File: src/rtl/sled_pkg.sv
// ----------------------------------------------------------------------------
// Status LED driver package
// Shared codes, colour words, configuration structs and a helper function.
// ----------------------------------------------------------------------------
package sled_pkg;

    localparam int COLOUR_BITS = 24;
    localparam int TICK_W      = 15;
    localparam int PERIOD_W    = 16;
    localparam int MODE_W      = 3;
    localparam int KIND_W      = 2;
    localparam int CFG_IDX_W   = 3;
    localparam int CFG_DATA_W  = 16;
    localparam int SYM_IDX_W   = $clog2(COLOUR_BITS + 1);
    localparam int DIV_STEPS   = PERIOD_W + 1;
    localparam int DIV_CNT_W   = $clog2(DIV_STEPS);

    localparam logic [KIND_W-1:0] KIND_TICK   = 2'd0;
    localparam logic [KIND_W-1:0] KIND_MODE   = 2'd1;
    localparam logic [KIND_W-1:0] KIND_DIRECT = 2'd2;

    localparam logic [MODE_W-1:0] MODE_OFF        = 3'd0;
    localparam logic [MODE_W-1:0] MODE_SCANNING   = 3'd1;
    localparam logic [MODE_W-1:0] MODE_CONNECTING = 3'd2;
    localparam logic [MODE_W-1:0] MODE_CONNECTED  = 3'd3;
    localparam logic [MODE_W-1:0] MODE_ERROR      = 3'd4;
    localparam logic [MODE_W-1:0] MODE_READY      = 3'd5;

    localparam logic [CFG_IDX_W-1:0] CFG_ZERO_HIGH    = 3'd0;
    localparam logic [CFG_IDX_W-1:0] CFG_ZERO_LOW     = 3'd1;
    localparam logic [CFG_IDX_W-1:0] CFG_ONE_HIGH     = 3'd2;
    localparam logic [CFG_IDX_W-1:0] CFG_ONE_LOW      = 3'd3;
    localparam logic [CFG_IDX_W-1:0] CFG_LATCH_LOW    = 3'd4;
    localparam logic [CFG_IDX_W-1:0] CFG_BLINK_PERIOD = 3'd5;
    localparam logic [CFG_IDX_W-1:0] CFG_BLINK_ON     = 3'd6;

    // Colour words in GRB order.
    localparam logic [COLOUR_BITS-1:0] GRB_BLACK  = 24'h000000;
    localparam logic [COLOUR_BITS-1:0] GRB_BLUE   = 24'h0000FF;
    localparam logic [COLOUR_BITS-1:0] GRB_YELLOW = 24'hFFFF00;
    localparam logic [COLOUR_BITS-1:0] GRB_GREEN  = 24'hFF0000;
    localparam logic [COLOUR_BITS-1:0] GRB_RED    = 24'h00FF00;

    typedef struct packed {
        logic [TICK_W-1:0] zero_high;
        logic [TICK_W-1:0] zero_low;
        logic [TICK_W-1:0] one_high;
        logic [TICK_W-1:0] one_low;
        logic [TICK_W-1:0] latch_low;
    } pulse_cfg_t;

    typedef struct packed {
        logic [PERIOD_W-1:0] period;
        logic [PERIOD_W-1:0] on_ticks;
    } blink_cfg_t;

    function automatic logic [COLOUR_BITS-1:0] mode_colour(
        input logic [MODE_W-1:0] mode,
        input logic              lit
    );
        logic [COLOUR_BITS-1:0] word;
        if (!lit) begin
            word = GRB_BLACK;
        end
        else if (mode == MODE_SCANNING) begin
            word = GRB_BLUE;
        end
        else if (mode == MODE_CONNECTING) begin
            word = GRB_YELLOW;
        end
        else begin
            word = GRB_GREEN;
        end
        return word;
    endfunction

endpackage

File: src/rtl/status_led_blink_rgb_pulse_driver.sv
// ----------------------------------------------------------------------------
// Status LED blink and RGB pulse driver
// Top level: configuration registers, front end, frame queue and serializer.
//
//  Channel   Direction  Handshake        Beat
//  input     in         push / full      one tick, mode change or colour
//  result    out        empty / pop      one line symbol (two timed halves)
//  config    in         cfg_we           one register write, no wait
//
// Each colour frame gives 25 symbols, one per cycle while pop is held, set by the serializer.
// A tick whose counter wrap needs a true remainder holds full high while the
// front end runs its bit-serial remainder unit.
// The frame queue lets new beats enter while earlier frames are still sent.
// Reset is asynchronous: mode off, counter zero, registers at their defaults.
// A stalled pop holds the current symbol; the serializer then waits.
// ----------------------------------------------------------------------------
module status_led_blink_rgb_pulse_driver
    import sled_pkg::*;
#(
    parameter int QUEUE_DEPTH = 4
) (
    input  logic                  clk,
    input  logic                  rst_n,
    input  logic                  push,
    output logic                  full,
    input  logic [KIND_W-1:0]     kind,
    input  logic                  link_ready,
    input  logic [MODE_W-1:0]     new_mode,
    input  logic [7:0]            red,
    input  logic [7:0]            green,
    input  logic [7:0]            blue,
    output logic                  empty,
    input  logic                  pop,
    output logic                  first_level,
    output logic [TICK_W-1:0]     first_ticks,
    output logic                  second_level,
    output logic [TICK_W-1:0]     second_ticks,
    output logic                  last,
    input  logic                  cfg_we,
    input  logic [CFG_IDX_W-1:0]  cfg_index,
    input  logic [CFG_DATA_W-1:0] cfg_wdata
);

    pulse_cfg_t             pulse_cfg_reg;
    blink_cfg_t             blink_cfg_reg;
    logic                   front_busy;
    logic                   q_push;
    logic [COLOUR_BITS-1:0] q_wr_data;
    logic [COLOUR_BITS-1:0] q_rd_data;
    logic                   q_pop;
    logic                   q_full;
    logic                   q_empty;

    always_ff @(posedge clk or negedge rst_n)
    begin
        if (!rst_n)
        begin
            pulse_cfg_reg.zero_high <= 15'd3;
            pulse_cfg_reg.zero_low  <= 15'd9;
            pulse_cfg_reg.one_high  <= 15'd6;
            pulse_cfg_reg.one_low   <= 15'd6;
            pulse_cfg_reg.latch_low <= 15'd500;
            blink_cfg_reg.period    <= 16'd200;
            blink_cfg_reg.on_ticks  <= 16'd40;
        end
        else if (cfg_we)
        begin
            case (cfg_index)
                CFG_ZERO_HIGH:    pulse_cfg_reg.zero_high <= cfg_wdata[TICK_W-1:0];
                CFG_ZERO_LOW:     pulse_cfg_reg.zero_low  <= cfg_wdata[TICK_W-1:0];
                CFG_ONE_HIGH:     pulse_cfg_reg.one_high  <= cfg_wdata[TICK_W-1:0];
                CFG_ONE_LOW:      pulse_cfg_reg.one_low   <= cfg_wdata[TICK_W-1:0];
                CFG_LATCH_LOW:    pulse_cfg_reg.latch_low <= cfg_wdata[TICK_W-1:0];
                CFG_BLINK_PERIOD: blink_cfg_reg.period    <= cfg_wdata[PERIOD_W-1:0];
                CFG_BLINK_ON:     blink_cfg_reg.on_ticks  <= cfg_wdata[PERIOD_W-1:0];
                default:
                begin
                end
            endcase
        end
    end

    assign full = front_busy || q_full;

    sled_front u_front (
        .clk        (clk),
        .rst_n      (rst_n),
        .in_accept  (push && !full),
        .kind       (kind),
        .link_ready (link_ready),
        .new_mode   (new_mode),
        .red        (red),
        .green      (green),
        .blue       (blue),
        .blink_cfg  (blink_cfg_reg),
        .busy       (front_busy),
        .q_push     (q_push),
        .q_data     (q_wr_data)
    );

    sled_fifo #(
        .WIDTH (COLOUR_BITS),
        .DEPTH (QUEUE_DEPTH)
    ) u_fifo (
        .clk     (clk),
        .rst_n   (rst_n),
        .wr_en   (q_push),
        .wr_data (q_wr_data),
        .rd_en   (q_pop),
        .rd_data (q_rd_data),
        .full    (q_full),
        .empty   (q_empty)
    );

    sled_back u_back (
        .clk          (clk),
        .rst_n        (rst_n),
        .pulse_cfg    (pulse_cfg_reg),
        .q_empty      (q_empty),
        .q_data       (q_rd_data),
        .q_pop        (q_pop),
        .pop          (pop),
        .empty        (empty),
        .first_level  (first_level),
        .first_ticks  (first_ticks),
        .second_level (second_level),
        .second_ticks (second_ticks),
        .last         (last)
    );

    // The latch symbol keeps the line low for its whole length.
    a_latch_shape: assert property (@(posedge clk) disable iff (!rst_n)
        (!empty && last) |-> (!first_level && !second_level && second_ticks == '0))
        else $error("latch symbol has a high level or a second half");

    a_data_shape: assert property (@(posedge clk) disable iff (!rst_n)
        (!empty && !last) |-> (first_level && !second_level))
        else $error("data symbol is not high then low");

    a_queue_flags: assert property (@(posedge clk) disable iff (!rst_n)
        q_full |-> !q_empty)
        else $error("frame queue flags full and empty together");

    a_busy_blocks: assert property (@(posedge clk) disable iff (!rst_n)
        front_busy |-> full)
        else $error("input taken while the remainder unit runs");

endmodule

File: src/rtl/sled_fifo.sv
// ----------------------------------------------------------------------------
// Status LED frame queue
// Small first-in first-out queue of colour words between front and back.
// ----------------------------------------------------------------------------
module sled_fifo #(
    parameter int WIDTH = 24,
    parameter int DEPTH = 4
) (
    input  logic             clk,
    input  logic             rst_n,
    input  logic             wr_en,
    input  logic [WIDTH-1:0] wr_data,
    input  logic             rd_en,
    output logic [WIDTH-1:0] rd_data,
    output logic             full,
    output logic             empty
);

    localparam int PTR_W = (DEPTH > 1) ? $clog2(DEPTH) : 1;
    localparam int CNT_W = $clog2(DEPTH + 1);
    localparam logic [PTR_W-1:0] PTR_LAST = PTR_W'(DEPTH - 1);
    localparam logic [CNT_W-1:0] CNT_FULL = CNT_W'(DEPTH);

    logic [WIDTH-1:0] mem_reg [DEPTH];
    logic [PTR_W-1:0] wr_ptr_reg;
    logic [PTR_W-1:0] wr_ptr_next;
    logic [PTR_W-1:0] rd_ptr_reg;
    logic [PTR_W-1:0] rd_ptr_next;
    logic [CNT_W-1:0] count_reg;
    logic [CNT_W-1:0] count_next;
    logic             do_wr;
    logic             do_rd;

    assign full    = (count_reg == CNT_FULL);
    assign empty   = (count_reg == '0);
    assign do_wr   = wr_en && !full;
    assign do_rd   = rd_en && !empty;
    assign rd_data = mem_reg[rd_ptr_reg];

    always_comb
    begin
        wr_ptr_next = wr_ptr_reg;
        rd_ptr_next = rd_ptr_reg;
        count_next  = count_reg;
        if (do_wr)
        begin
            wr_ptr_next = (wr_ptr_reg == PTR_LAST) ? '0 : wr_ptr_reg + 1'b1;
        end
        if (do_rd)
        begin
            rd_ptr_next = (rd_ptr_reg == PTR_LAST) ? '0 : rd_ptr_reg + 1'b1;
        end
        if (do_wr && !do_rd)
        begin
            count_next = count_reg + 1'b1;
        end
        else if (do_rd && !do_wr)
        begin
            count_next = count_reg - 1'b1;
        end
    end

    always_ff @(posedge clk or negedge rst_n)
    begin
        if (!rst_n)
        begin
            wr_ptr_reg <= '0;
            rd_ptr_reg <= '0;
            count_reg  <= '0;
        end
        else
        begin
            wr_ptr_reg <= wr_ptr_next;
            rd_ptr_reg <= rd_ptr_next;
            count_reg  <= count_next;
        end
    end

    always_ff @(posedge clk)
    begin
        if (do_wr)
        begin
            mem_reg[wr_ptr_reg] <= wr_data;
        end
    end

endmodule

File: src/rtl/sled_front.sv
// ----------------------------------------------------------------------------
// Status LED front end
// Takes input beats, keeps status mode and blink counter, and queues the
// colour word of every frame to be sent.
// ----------------------------------------------------------------------------
module sled_front
    import sled_pkg::*;
(
    input  logic                   clk,
    input  logic                   rst_n,
    input  logic                   in_accept,
    input  logic [KIND_W-1:0]      kind,
    input  logic                   link_ready,
    input  logic [MODE_W-1:0]      new_mode,
    input  logic [7:0]             red,
    input  logic [7:0]             green,
    input  logic [7:0]             blue,
    input  blink_cfg_t             blink_cfg,
    output logic                   busy,
    output logic                   q_push,
    output logic [COLOUR_BITS-1:0] q_data
);

    typedef enum logic [1:0] {
        FS_IDLE = 2'b01,
        FS_DIV  = 2'b10
    } front_state_t;

    localparam logic [DIV_CNT_W-1:0] DIV_LAST = DIV_CNT_W'(DIV_STEPS - 1);

    front_state_t          state_reg;
    front_state_t          state_next;
    logic [MODE_W-1:0]     mode_reg;
    logic [MODE_W-1:0]     mode_next;
    logic [PERIOD_W-1:0]   count_reg;
    logic [PERIOD_W-1:0]   count_next;
    logic [PERIOD_W:0]     dividend_reg;
    logic [PERIOD_W:0]     dividend_next;
    logic [PERIOD_W-1:0]   rem_reg;
    logic [PERIOD_W-1:0]   rem_next;
    logic [DIV_CNT_W-1:0]  step_reg;
    logic [DIV_CNT_W-1:0]  step_next;

    logic                  blinker;
    logic [PERIOD_W:0]     inc;
    logic [PERIOD_W:0]     period_ext;
    logic [PERIOD_W:0]     trial;
    logic [PERIOD_W:0]     reduced;

    assign busy = (state_reg == FS_DIV);

    always_comb
    begin
        blinker    = (mode_reg inside {MODE_SCANNING, MODE_CONNECTING, MODE_CONNECTED});
        inc        = {1'b0, count_reg} + 1'b1;
        period_ext = (blink_cfg.period == '0) ? {1'b1, {PERIOD_W{1'b0}}}
                                              : {1'b0, blink_cfg.period};
        trial      = {rem_reg, dividend_reg[PERIOD_W]};
        reduced    = (trial >= period_ext) ? trial - period_ext : trial;
    end

    always_comb
    begin
        state_next    = state_reg;
        mode_next     = mode_reg;
        count_next    = count_reg;
        dividend_next = dividend_reg;
        rem_next      = rem_reg;
        step_next     = step_reg;
        q_push        = 1'b0;
        q_data        = GRB_BLACK;
        case (state_reg)
            FS_IDLE:
            begin
                if (in_accept)
                begin
                    case (kind)
                        KIND_TICK:
                        begin
                            if (link_ready)
                            begin
                                q_push = blinker;
                                q_data = mode_colour(mode_reg, 1'b1);
                            end
                            else if (inc < period_ext)
                            begin
                                count_next = inc[PERIOD_W-1:0];
                                q_push     = blinker;
                                q_data     = mode_colour(mode_reg,
                                    inc[PERIOD_W-1:0] < blink_cfg.on_ticks);
                            end
                            else if (inc == period_ext)
                            begin
                                count_next = '0;
                                q_push     = blinker;
                                q_data     = mode_colour(mode_reg,
                                    blink_cfg.on_ticks != '0);
                            end
                            else
                            begin
                                state_next    = FS_DIV;
                                dividend_next = inc;
                                rem_next      = '0;
                                step_next     = '0;
                            end
                        end
                        KIND_MODE:
                        begin
                            mode_next  = new_mode;
                            count_next = '0;
                            case (new_mode)
                                MODE_OFF:
                                begin
                                    q_push = 1'b1;
                                    q_data = GRB_BLACK;
                                end
                                MODE_CONNECTING:
                                begin
                                    q_push = 1'b1;
                                    q_data = GRB_YELLOW;
                                end
                                MODE_ERROR:
                                begin
                                    q_push = 1'b1;
                                    q_data = GRB_RED;
                                end
                                MODE_READY:
                                begin
                                    q_push = 1'b1;
                                    q_data = GRB_BLUE;
                                end
                                default:
                                begin
                                    q_push = 1'b0;
                                end
                            endcase
                        end
                        KIND_DIRECT:
                        begin
                            q_push = 1'b1;
                            q_data = {green, red, blue};
                        end
                        default:
                        begin
                            q_push = 1'b0;
                        end
                    endcase
                end
            end
            FS_DIV:
            begin
                rem_next      = reduced[PERIOD_W-1:0];
                dividend_next = {dividend_reg[PERIOD_W-1:0], 1'b0};
                step_next     = step_reg + 1'b1;
                if (step_reg == DIV_LAST)
                begin
                    state_next = FS_IDLE;
                    count_next = reduced[PERIOD_W-1:0];
                    q_push     = blinker;
                    q_data     = mode_colour(mode_reg,
                        reduced[PERIOD_W-1:0] < blink_cfg.on_ticks);
                end
            end
            default:
            begin
                state_next = FS_IDLE;
            end
        endcase
    end

    always_ff @(posedge clk or negedge rst_n)
    begin
        if (!rst_n)
        begin
            state_reg <= FS_IDLE;
            mode_reg  <= MODE_OFF;
            count_reg <= '0;
            step_reg  <= '0;
        end
        else
        begin
            state_reg <= state_next;
            mode_reg  <= mode_next;
            count_reg <= count_next;
            step_reg  <= step_next;
        end
    end

    always_ff @(posedge clk)
    begin
        dividend_reg <= dividend_next;
        rem_reg      <= rem_next;
    end

endmodule

File: src/rtl/sled_back.sv
// ----------------------------------------------------------------------------
// Status LED symbol serializer
// Turns each queued colour word into 24 data symbols and one latch symbol,
// one symbol per cycle while pop is held, into an output register.
// ----------------------------------------------------------------------------
module sled_back
    import sled_pkg::*;
(
    input  logic                   clk,
    input  logic                   rst_n,
    input  pulse_cfg_t             pulse_cfg,
    input  logic                   q_empty,
    input  logic [COLOUR_BITS-1:0] q_data,
    output logic                   q_pop,
    input  logic                   pop,
    output logic                   empty,
    output logic                   first_level,
    output logic [TICK_W-1:0]      first_ticks,
    output logic                   second_level,
    output logic [TICK_W-1:0]      second_ticks,
    output logic                   last
);

    localparam logic [SYM_IDX_W-1:0] LAST_IDX = SYM_IDX_W'(COLOUR_BITS);

    logic                   active_reg;
    logic                   active_next;
    logic [COLOUR_BITS-1:0] word_reg;
    logic [COLOUR_BITS-1:0] word_next;
    logic [SYM_IDX_W-1:0]   idx_reg;
    logic [SYM_IDX_W-1:0]   idx_next;
    logic                   out_valid_reg;
    logic                   out_valid_next;
    logic                   first_level_reg;
    logic [TICK_W-1:0]      first_ticks_reg;
    logic                   second_level_reg;
    logic [TICK_W-1:0]      second_ticks_reg;
    logic                   last_reg;

    logic                   taken;
    logic                   emit;
    logic                   at_latch;
    logic                   bit_val;

    assign taken    = pop && out_valid_reg;
    assign emit     = active_reg && (!out_valid_reg || taken);
    assign at_latch = (idx_reg == LAST_IDX);
    assign bit_val  = word_reg[COLOUR_BITS-1];
    assign q_pop    = !q_empty && (!active_reg || (emit && at_latch));

    always_comb
    begin
        active_next    = active_reg;
        word_next      = word_reg;
        idx_next       = idx_reg;
        out_valid_next = out_valid_reg;
        if (taken)
        begin
            out_valid_next = 1'b0;
        end
        if (emit)
        begin
            out_valid_next = 1'b1;
            word_next      = {word_reg[COLOUR_BITS-2:0], 1'b0};
            idx_next       = idx_reg + 1'b1;
            if (at_latch)
            begin
                active_next = 1'b0;
            end
        end
        if (q_pop)
        begin
            active_next = 1'b1;
            word_next   = q_data;
            idx_next    = '0;
        end
    end

    always_ff @(posedge clk or negedge rst_n)
    begin
        if (!rst_n)
        begin
            active_reg    <= 1'b0;
            idx_reg       <= '0;
            out_valid_reg <= 1'b0;
        end
        else
        begin
            active_reg    <= active_next;
            idx_reg       <= idx_next;
            out_valid_reg <= out_valid_next;
        end
    end

    always_ff @(posedge clk)
    begin
        word_reg <= word_next;
        if (emit)
        begin
            if (at_latch)
            begin
                first_level_reg  <= 1'b0;
                first_ticks_reg  <= pulse_cfg.latch_low;
                second_level_reg <= 1'b0;
                second_ticks_reg <= '0;
                last_reg         <= 1'b1;
            end
            else
            begin
                first_level_reg  <= 1'b1;
                first_ticks_reg  <= bit_val ? pulse_cfg.one_high : pulse_cfg.zero_high;
                second_level_reg <= 1'b0;
                second_ticks_reg <= bit_val ? pulse_cfg.one_low : pulse_cfg.zero_low;
                last_reg         <= 1'b0;
            end
        end
    end

    assign empty        = !out_valid_reg;
    assign first_level  = first_level_reg;
    assign first_ticks  = first_ticks_reg;
    assign second_level = second_level_reg;
    assign second_ticks = second_ticks_reg;
    assign last         = last_reg;

endmodule

File: config.mk
export PLATFORM = sky130hd
export DESIGN_NAME = status_led_blink_rgb_pulse_driver
export DESIGN_NICKNAME = d
export VERILOG_FILES = /design/src/rtl/sled_pkg.sv /design/src/rtl/status_led_blink_rgb_pulse_driver.sv /design/src/rtl/sled_fifo.sv /design/src/rtl/sled_front.sv /design/src/rtl/sled_back.sv
export SDC_FILE = /design/constraint.sdc
export NUM_CORES = 1
export LEC_CHECK = 0
export ABC_CLOCK_PERIOD_IN_PS = 12510
export BUFFER_PORTS_ARGS = -buffer_cell sky130_fd_sc_hd__buf_2
export CORE_UTILIZATION = 44
export DETAILED_ROUTE_END_ITERATION = 7
export GPL_ROUTABILITY_DRIVEN = 0
export GPL_TIMING_DRIVEN = 0
export MAX_ROUTING_LAYER = met4
export PLACE_DENSITY = 0.7
export SLEW_MARGIN = 5
export SYNTH_ARGS = -nofsm -noshare
export SYNTH_HDL_FRONTEND = slang
export SYNTH_HIERARCHICAL = 1
export SYNTH_SLANG_ARGS = --single-unit
File: constraint.sdc
create_clock -name clk -period 12.51 [get_ports clk]
set_input_delay 0.6255 -clock clk [delete_from_list [all_inputs] [get_ports clk]]
set_output_delay 0.6255 -clock clk [all_outputs]
set_load 0.005 [all_outputs]
* Word level (Yosys, flattened, before mapping) *
Memories as Yosys holds them, arrays and structs flattened.
Cells that the tools add are included.

operators by class
  eq/ne operators = 31
  $add $sub $neg = 8
  divide/modulo/power cells = 0
  $lt $le $gt $ge = 4
  shift operators = 0
  multiply operators = 0
  bitwise operators = 0
  muxes and demuxes = 75
  reduce and logical (&&, ||, !) cells = 44

operator list
  kind                   count
  $mux 24                11
  $mux 16                12
  $pmux 24 s3            2
  $mux 17                6
  $pmux 16 s2            3
  $pmux 24 s2            1
  $mux 15                3
  $mux 5                 7
  $pmux 17 s2            1
  $lt 16x16->1           2
  $eq 3x3->1 const B     6
  $reduce_and 6->1       3
  $add 16x1->17 const B  1
  $eq 17x17->1           1
  $ge 17x17->1           1
  $lt 17x17->1           1
  $logic_not 16->1       1
  $mux 2                 8
  $reduce_and 2->1       8
  $reduce_bool 16->1     1
  $sub 16x16->16         1
  $eq 3x2->1 const B     5
  $mux 1                 15
  $add 5x1->5 const B    2
  other kinds (25)       60

storage, ports and cells
  register bits = 236
  latch bits = 0
  word-level logic and storage cells = 187
  output and inout bits = 35
  ROM bits = 0
  memory bits (writable) = 96
  input bits = 54
  memories = 1

memory list
  memory          depth  width  rd ports  clocked after Yosys merged registers in  wr ports  RTL line         RTL
  u_fifo.mem_reg  4      24     1         0                                        1         sled_fifo.sv:24  logic [WIDTH-1:0] mem_reg [DEPTH];

* Longest topological paths before layout *
Gate-level depths: netlist of the first run.

  depth after elaboration = 14
  depth in mapped cells = 22

* Cells and area by module *
The synthesis of the first run kept the hierarchy.

modules (own cells, without submodules)
  module                             times used  cells an instance  area each (sq um)
  sled_front                         1           628                5610.4
  status_led_blink_rgb_pulse_driver  1           238                4230.3
  sled_fifo                          1           163                3910.0
  sled_back                          1           298                3363.2

* Least setup slack after synthesis of the first run *
OpenSTA, ideal clock, no wires.

  kind = flip-flop to flip-flop
  start = register blink_cfg_reg[19] (netlist bit)
  end = memory u_fifo.mem_reg[0][10], data pin
  data required time = 12335 ps
  buffers on the path = 0
  cell stages (with the launch flop) = 18
  setup slack = 8071 ps
  data arrival time = 4264 ps
  setup time = 175 ps
  path through = dfstp_2 -> inv_1 -> ha_1 -> a21o_1 -> a21oi_2 -> a21oi_1 -> o31ai_2 -> nand2_2 -> mux2_2 -> ha_1 -> a21o_1 -> a21o_1 -> a211o_1 -> a2111oi_2 -> nand2_1 -> o31ai_4 -> o311ai_4 -> o21ai_1

RTL lines
  element                                         RTL line                                 RTL
  from (decl)                                     status_led_blink_rgb_pulse_driver.sv:45  blink_cfg_t blink_cfg_reg;
  $logic_not 16->1                                sled_front.sv:56                         period_ext = (blink_cfg.period == '0) ? {1'b1, {PERIOD_W{1'b0}}}
  $mux 17 (*)                                     sled_front.sv:56
  $sub 16x16->16 or $ge 17x17->1 (tied branches)  sled_front.sv:59                         reduced = (trial >= period_ext) ? trial - period_ext : trial;
  $mux 16 (*)                                     sled_front.sv:59
  named net u_front.reduced[13]                   sled_front.sv:48                         logic [PERIOD_W:0] reduced;
  $lt 16x16->1 (*)                                sled_front.sv:161                        reduced[PERIOD_W-1:0] < blink_cfg.on_ticks);
  $mux 24 (*)                                     sled_pkg.sv:62                           if (!lit) begin
  $mux 24 (*)                                     sled_front.sv:155                        if (step_reg == DIV_LAST)
  $pmux 24 s2 (*)                                 sled_front.sv:72                         case (state_reg)
  named net q_wr_data[10]                         status_led_blink_rgb_pulse_driver.sv:48  logic [COLOUR_BITS-1:0] q_wr_data;
  to (decl)                                       sled_fifo.sv:24

Mark *: on every way through the listed nets, which the timed path passes. The rest lies on a longest branch.

* Final worst setup path of the first run *
  start = register blink_cfg_reg[18] (netlist bit)
  end = memory u_fifo.mem_reg[1][1], data pin

Same word-level chain as after synthesis.

==> results of run 1 <==
## metal layers
| layer | GRT usage | vias to the layer above |
|---|---|---|
| li1 | - | 5220 |
| met1 | 0.272 | 5659 |
| met2 | 0.342 | 295 |
| met3 | 0.0329 | 50 |
| met4 | 0.0558 | 0 |
| met5 | - | - |
## synth_stat cells (14+ instances only)
library cell  instances  share of area
edfxtp_1            185           0.32
dfrtp_1             127           0.19
mux2_2              119          0.078
ha_1                 77          0.056
nand2_1              74          0.016
a21oi_1              66          0.019
nor2_1               59          0.013
inv_1                58          0.013
o21ai_0              56          0.016
mux2i_1              39          0.023
o211ai_1             38          0.017
clkbuf_1             32         0.0070
nand2b_1             31          0.011
mux4_2               24          0.032
dfstp_2              20          0.031
a21o_1               19         0.0083
buf_2                19         0.0056
xnor2_1              18         0.0092
and2_1               16         0.0058
mux2_4               15          0.013
nand3_1              14         0.0041
nand4_1              14         0.0051
## critical path, stage by stage, from the launching register on
cell and delay (ns):
dfrtp_1 0.41, nor4_1 0.56, nand4_1 0.33, ha_1 0.38, nand4_1 0.16, nor2b_1 0.07
a211oi_1 0.60, nand2_2 0.38, buf_2 0.33, mux2i_1 0.23, ha_1 0.23, a21o_1 0.18
a21o_1 0.17, a211o_1 0.36, a2111oi_2 0.40, nand2_1 0.14, o31ai_4 0.42, o311ai_4 0.24
o21ai_0 0.27
## cell type report
type                       count  area (sq um)
antenna                        2          5.00
buffer                        72           412
clock buffer                  47          1020
clock inverter                21           228
fill                        3232         18400
inverter                      60           225
multi-input combinational    863          7240
sequential                   332          9260
tap                          511           639
timing repair buffer          88           546
## path summary, 6_finish.rpt
kind | from | endpoint | slack [ns] | depth (start not counted)
min in group asynchronous | rst_n | u_fifo/wr_ptr_reg[0]$_DFFE_PN0P_ | 0.54 | 2
worst min-delay path | cfg_wdata[15] | blink_cfg_reg[31]$_DFFE_PN0P_ | 0.35 | 2
worst min register to register | pulse_cfg_reg[12]$_DFFE_PN0P_ | pulse_cfg_reg[12]$_DFFE_PN0P_ | 0.50 | 1
worst max-delay path | blink_cfg_reg[18]$_DFFE_PN0P_ | u_fifo/mem_reg[1][1]$_DFFE_PP_ | 6.38 | 18
max in group asynchronous | rst_n | blink_cfg_reg[6]$_DFFE_PN0P_ | 11.06 | 3
worst max register to register | blink_cfg_reg[18]$_DFFE_PN0P_ | u_fifo/mem_reg[1][1]$_DFFE_PP_ | 6.38 | 18
## stage by stage
step	cell area, sq um	cells	power (uW)
after floorplan	17100	1327	2810
after global placement	18200	1921	3200
after detailed placement	18300	1924	3280
after CTS	19500	1993	4410
after global routing	19600	1994	4660
final	19600	1996	4400
## cell usage in the layout (no fill, tap or decap), drive strengths merged, types with 20 or more instances in the layout
master / instances
edfxtp: 185
mux2: 138
dfrtp: 127
buf: 127
clkbuf: 79
ha: 77
nand2: 75
a21oi: 70
o21ai: 66
inv: 62
nor2: 59
o211ai: 48
mux2i: 39
nand2b: 31
mux4: 24
dfstp: 20
a21o: 20
## cell families after synthesis
logic type,count (synthesis),share of synthesized area
flops,332,0.541
fa+ha+maj,79,0.0586
other cells,1,0.000219
mux,201,0.148
compound gates,271,0.111
simple gates,281,0.0884
xor+xnor,30,0.0154
buf+inv,132,0.0371
## power by group through the flow
stage | clock network [uW] | registers (uW) | logic [uW]
after floorplan | 0 | 1620 | 1190
after global placement | 0 | 1660 | 1540
after detailed placement | 0 | 1670 | 1610
after CTS | 1130 | 1650 | 1630
after global routing | 1170 | 1680 | 1810
final | 1100 | 1650 | 1640
## timing repair
item	in CTS	in global routing
endpoints found under the hold margin	29	0
resized for setup	0	0
setup buffers	0	0
hold buffers	1	0
==> impl_metrics.yaml, run 1 <==
layout:
  area_growth_pct: 14.4
  drive_gt1_frac: 0.281
  utilization: 0.516
  nets: 1587
  largest_reg_flops: 96
critical_path:
  worst-setup-path-type: "reg2reg"
  endpoint_kind: "register"
  crit_arrival_ns: 6.40
  cp_max_fo: 10
  required_ns: 12.78
  start_kind: "register"
worst_hold_path:
  hp-class: "in2reg"
drt:
  vias_per_cell: 5.62
  antenna_left: 0
  vias: 11224
  dr_wl_met3_microns: 2210
  highest_layer: "met4"
  drt-met1-wl_microns: 17500
  firstDrtPassIters: 5
  wl_met2_microns: 19400
  drtIter0Drc: 828
  wl_per_cell_microns: 19.9
  drc_errors: 0
  totalWireLength_microns: 39800
power:
  ir_drop_v: 0.000193
  switching_power_uw: 1540
  p_sw_frac: 0.351
  p_comb_frac: 0.373
  pwr-share-seq: 0.376
  p_int_uw: 2850
  pwr-share-clk: 0.251
  leakage_uw: 0.00788
  power.density_nw_per_um2: 225
floorplan:
  core_area_sq_um: 37900
  ios: 89
  rows: 71
  die_x_microns: 199
  die_h_microns: 199
  die-area_sq_um: 39700
  initial_core_util: 0.451
timing:
  drv_slew: 0
  fin_skew_ns: 0.0184
  postLayoutSetupSlackWorst_ns: 6.38
  hold_viol_final: 0
  tightest_slew_ns: 1.31
  tns_ns: 0
  post-route-period-util: 0.490
  setup-violations-final: 0
  max_freq_mhz: 163
  timing.hold.ws_ns: 0.347
  relSlewSlack: 0.112
  rsz0062_at_grt: "no"
  fin_crit_ns: 6.13
run:
  drv_cap: 0
logic_synthesis:
  yosysUniqueCellTypes: 85
  yosysSeqAreaShare: 0.541
  synth_seq_cells: 332
  async_reset_ff_frac: 0.443
  avgSynthCellArea_sq_um: 12.9
  synth_ff_type: "edfxtp_1"
  syn_nets: 1460
  syn_inst: 1327
  syn_area_sq_um: 17100
  yosys_warnings: 6
  synth-edff-count: 185
grt:
  grt_overflow: 0
  grt_pass1_vias: 11349
  grt_max_degree: 118
  antenna_found_initial: 0
  grt.total_usage: 0.210
  grt_first_pass_wirelength_microns: 62400
clock_network:
  cts-htree-levels: 2
  cts_tree: "built"
  cts_buffers: 37
  cts-root-buf: "clkbuf_16"
  cts_buffer_depth: 3
  clkTransAtPathRegs_ns: 0.06
  clk_latency_ns: 0.55
  cts_sinks: 332
place:
  dp_hpwl_microns: 28600
  pre_cts_slack_ns: 6.62
  numPortBuffers: 83
status:
  status: "completed"
(Power assumes the default switching activity.)
==> inputs of run 2 (changes only) <==
Settings changed: ABC_CLOCK_PERIOD_IN_PS 12510 to 6000.
Clock period 12.51 ns to 6 ns, I/O delays scaled along.
==> run 2 against run 1 <==
  * Register-to-register slack lost 6.1 ns
  * Clock power is 110% higher
  * Power rose by 110%
  * Die area unchanged
  * Non-clock buffer count rose by 1
  * Worst setup slack got worse by 6.1 ns
  * Critical endpoint unchanged
  * Largest cell class unchanged
==> impl_metrics.yaml, run 2 (same netlist as run 1, synthesis figures left out) <==
critical_path:
  r2r_setup_slack_ns: 0.32
  start_kind: "register"
  cp_max_fo: 10
  slowest_delay_ns: 0.44
  crit_path_cell_trace: "nor4_2, nand4_1, ha_1, nand4_1, nor2b_1, a211oi_2, nand2_2, buf_2, mux2i_1, ha_1, a21o_1, a21o_1, a211o_1, a2111oi_2, nand2_1, o31ai_4, o311ai_4, o21ai_0"
  endpoint_kind: "register"
  required_ns: 6.27
  critPathSlowestCell: "o31ai_4"
  path_buf_inv: 1
  worst-setup-path-type: "reg2reg"
  crit_arrival_ns: 5.95
  critical_path.top_delay_family: "compound AO/OA/AOI/OAI gates"
timing:
  fin_crit_ns: 5.68
  hold_viol_final: 0
  relSlewSlack: 0.110
  max_freq_mhz: 176
  fin_skew_ns: 0.0185
  drv_slew: 0
  post-route-period-util: 0.947
  tightest_slew_ns: 1.32
  rsz0062_at_grt: "no"
  setup-violations-final: 0
  tns_ns: 0
power:
  leakage_uw: 0.00789
  totalPowerFinal_uw: 9170
  ir_drop_v: 0.000402
  power.density_nw_per_um2: 468
layout:
  drive_gt1_frac: 0.282
  area_growth_pct: 14.5
  final_common_cell: "edfxtp_1"
  largest_reg_flops: 96
  nets: 1588
  layout_common_cells: "edfxtp_1, dfrtp_1, mux2_2"
place:
  numPortBuffers: 83
  dp_hpwl_microns: 28600
floorplan:
  die_h_microns: 199
  die-area_sq_um: 39700
  die_x_microns: 199
  core_area_sq_um: 37900
  ios: 89
  initial_core_util: 0.451
  rows: 71
clock_network:
  clk_latency_ns: 0.55
  cts-root-buf: "clkbuf_16"
  cts_tree: "built"
  cts_buffer_depth: 3
  clkTransAtPathRegs_ns: 0.06
  cts_sinks: 332
  cts-htree-levels: 2
  cts_buffers: 37
  cts_setup_buffers: 0
drt:
  wl_per_cell_microns: 19.9
  antenna_left: 0
  vias_per_cell: 5.63
  drtIter0Drc: 755
  totalWireLength_microns: 39800
  drc_errors: 0
  firstDrtPassIters: 5
  vias: 11239
grt:
  grt_first_pass_wirelength_microns: 62400
  grt_overflow: 0
  antenna_found_initial: 0
  grt.total_usage: 0.210
  grt_max_degree: 118
  grt_pass1_vias: 11352
worst_hold_path:
  hp-class: "in2reg"
run:
  drv_cap: 0
status:
  status: "completed"
## run 2: cell types whose count changed in the layout (fill, tap and decap cells not counted), sizes merged
| cell | delta |
|---|---|
| dlygate4sd3 | +1 |
| diode | -1 |
## run 2: stage by stage
stage          cell area [sq um]   util  std cells  hold WS, ns  setup slack (ns)
3_3_place_gp               18200  0.479       1921        0.473             0.192
5_1_grt                    19600  0.516       1995       0.0599             0.145
3_5_place_dp               18300  0.482       1924        0.192             0.114
2_1_floorplan              17100      -       1327      0.00441              1.56
4_1_cts                    19500  0.515       1994       0.0439            0.0749
6_report                   19600  0.517       1996       0.0706             0.320
## run 2: area by class of cell
type	count	area (sq um)
plain buffers	72	412
clock buffers	47	1020
fillers	3235	18300
clock inverters	21	228
diodes	1	2.50
repair buffers	89	556
flip-flops and latches	332	9260
inverters	60	225
multi-input cells	863	7250
well taps	511	639
## run 2: timing repair
action | 4_1_cts | 5_1_grt
setup endpoints to repair | 0 | 96
gates resized for setup | 0 | 2
hold buffers | 2 | 0
hold endpoints to repair | 32 | 0
## run 2: path summary, 6_finish.rpt
path / end / from / cells after the start
max: u_fifo/mem_reg[1][1]$_DFFE_PP_ / blink_cfg_reg[18]$_DFFE_PN0P_ / 18
min: u_front/mode_reg[0]$_DFFE_PN0P_ / new_mode[0] / 2
max reg2reg: u_fifo/mem_reg[1][1]$_DFFE_PP_ / blink_cfg_reg[18]$_DFFE_PN0P_ / 18
min reg2reg: pulse_cfg_reg[12]$_DFFE_PN0P_ / pulse_cfg_reg[12]$_DFFE_PN0P_ / 1
max in group asynchronous: blink_cfg_reg[6]$_DFFE_PN0P_ / rst_n / 3
min in group asynchronous: u_fifo/wr_ptr_reg[0]$_DFFE_PN0P_ / rst_n / 2
## run 2: report_power, final
group          switching [uW]  total (uW)  internal [uW]
Clock                     943        2300           1360
Sequential                327        3440           3120
Combinational            1950        3430           1480
Total                    3220        9170           5960
## run 2: metal layers
layer,wire length [microns],GRT usage,vias to the layer above,part of all wire
met2,19500,0.342,314,0.49
li1,-,-,5220,-
met3,2280,0.0329,48,0.057
met4,627,0.0558,0,0.016
met1,17400,0.272,5657,0.44
met5,0,-,-,0
## run 2: worst reg2reg max path: stages, from the launching register on
cell,delay (ns)
dfrtp_1,0.41
nor4_2,0.43
nand4_1,0.29
ha_1,0.38
nand4_1,0.16
nor2b_1,0.09
a211oi_2,0.38
nand2_2,0.30
buf_2,0.30
mux2i_1,0.24
ha_1,0.23
a21o_1,0.18
a21o_1,0.17
a211o_1,0.36
a2111oi_2,0.40
nand2_1,0.15
o31ai_4,0.44
o311ai_4,0.25
o21ai_0,0.27
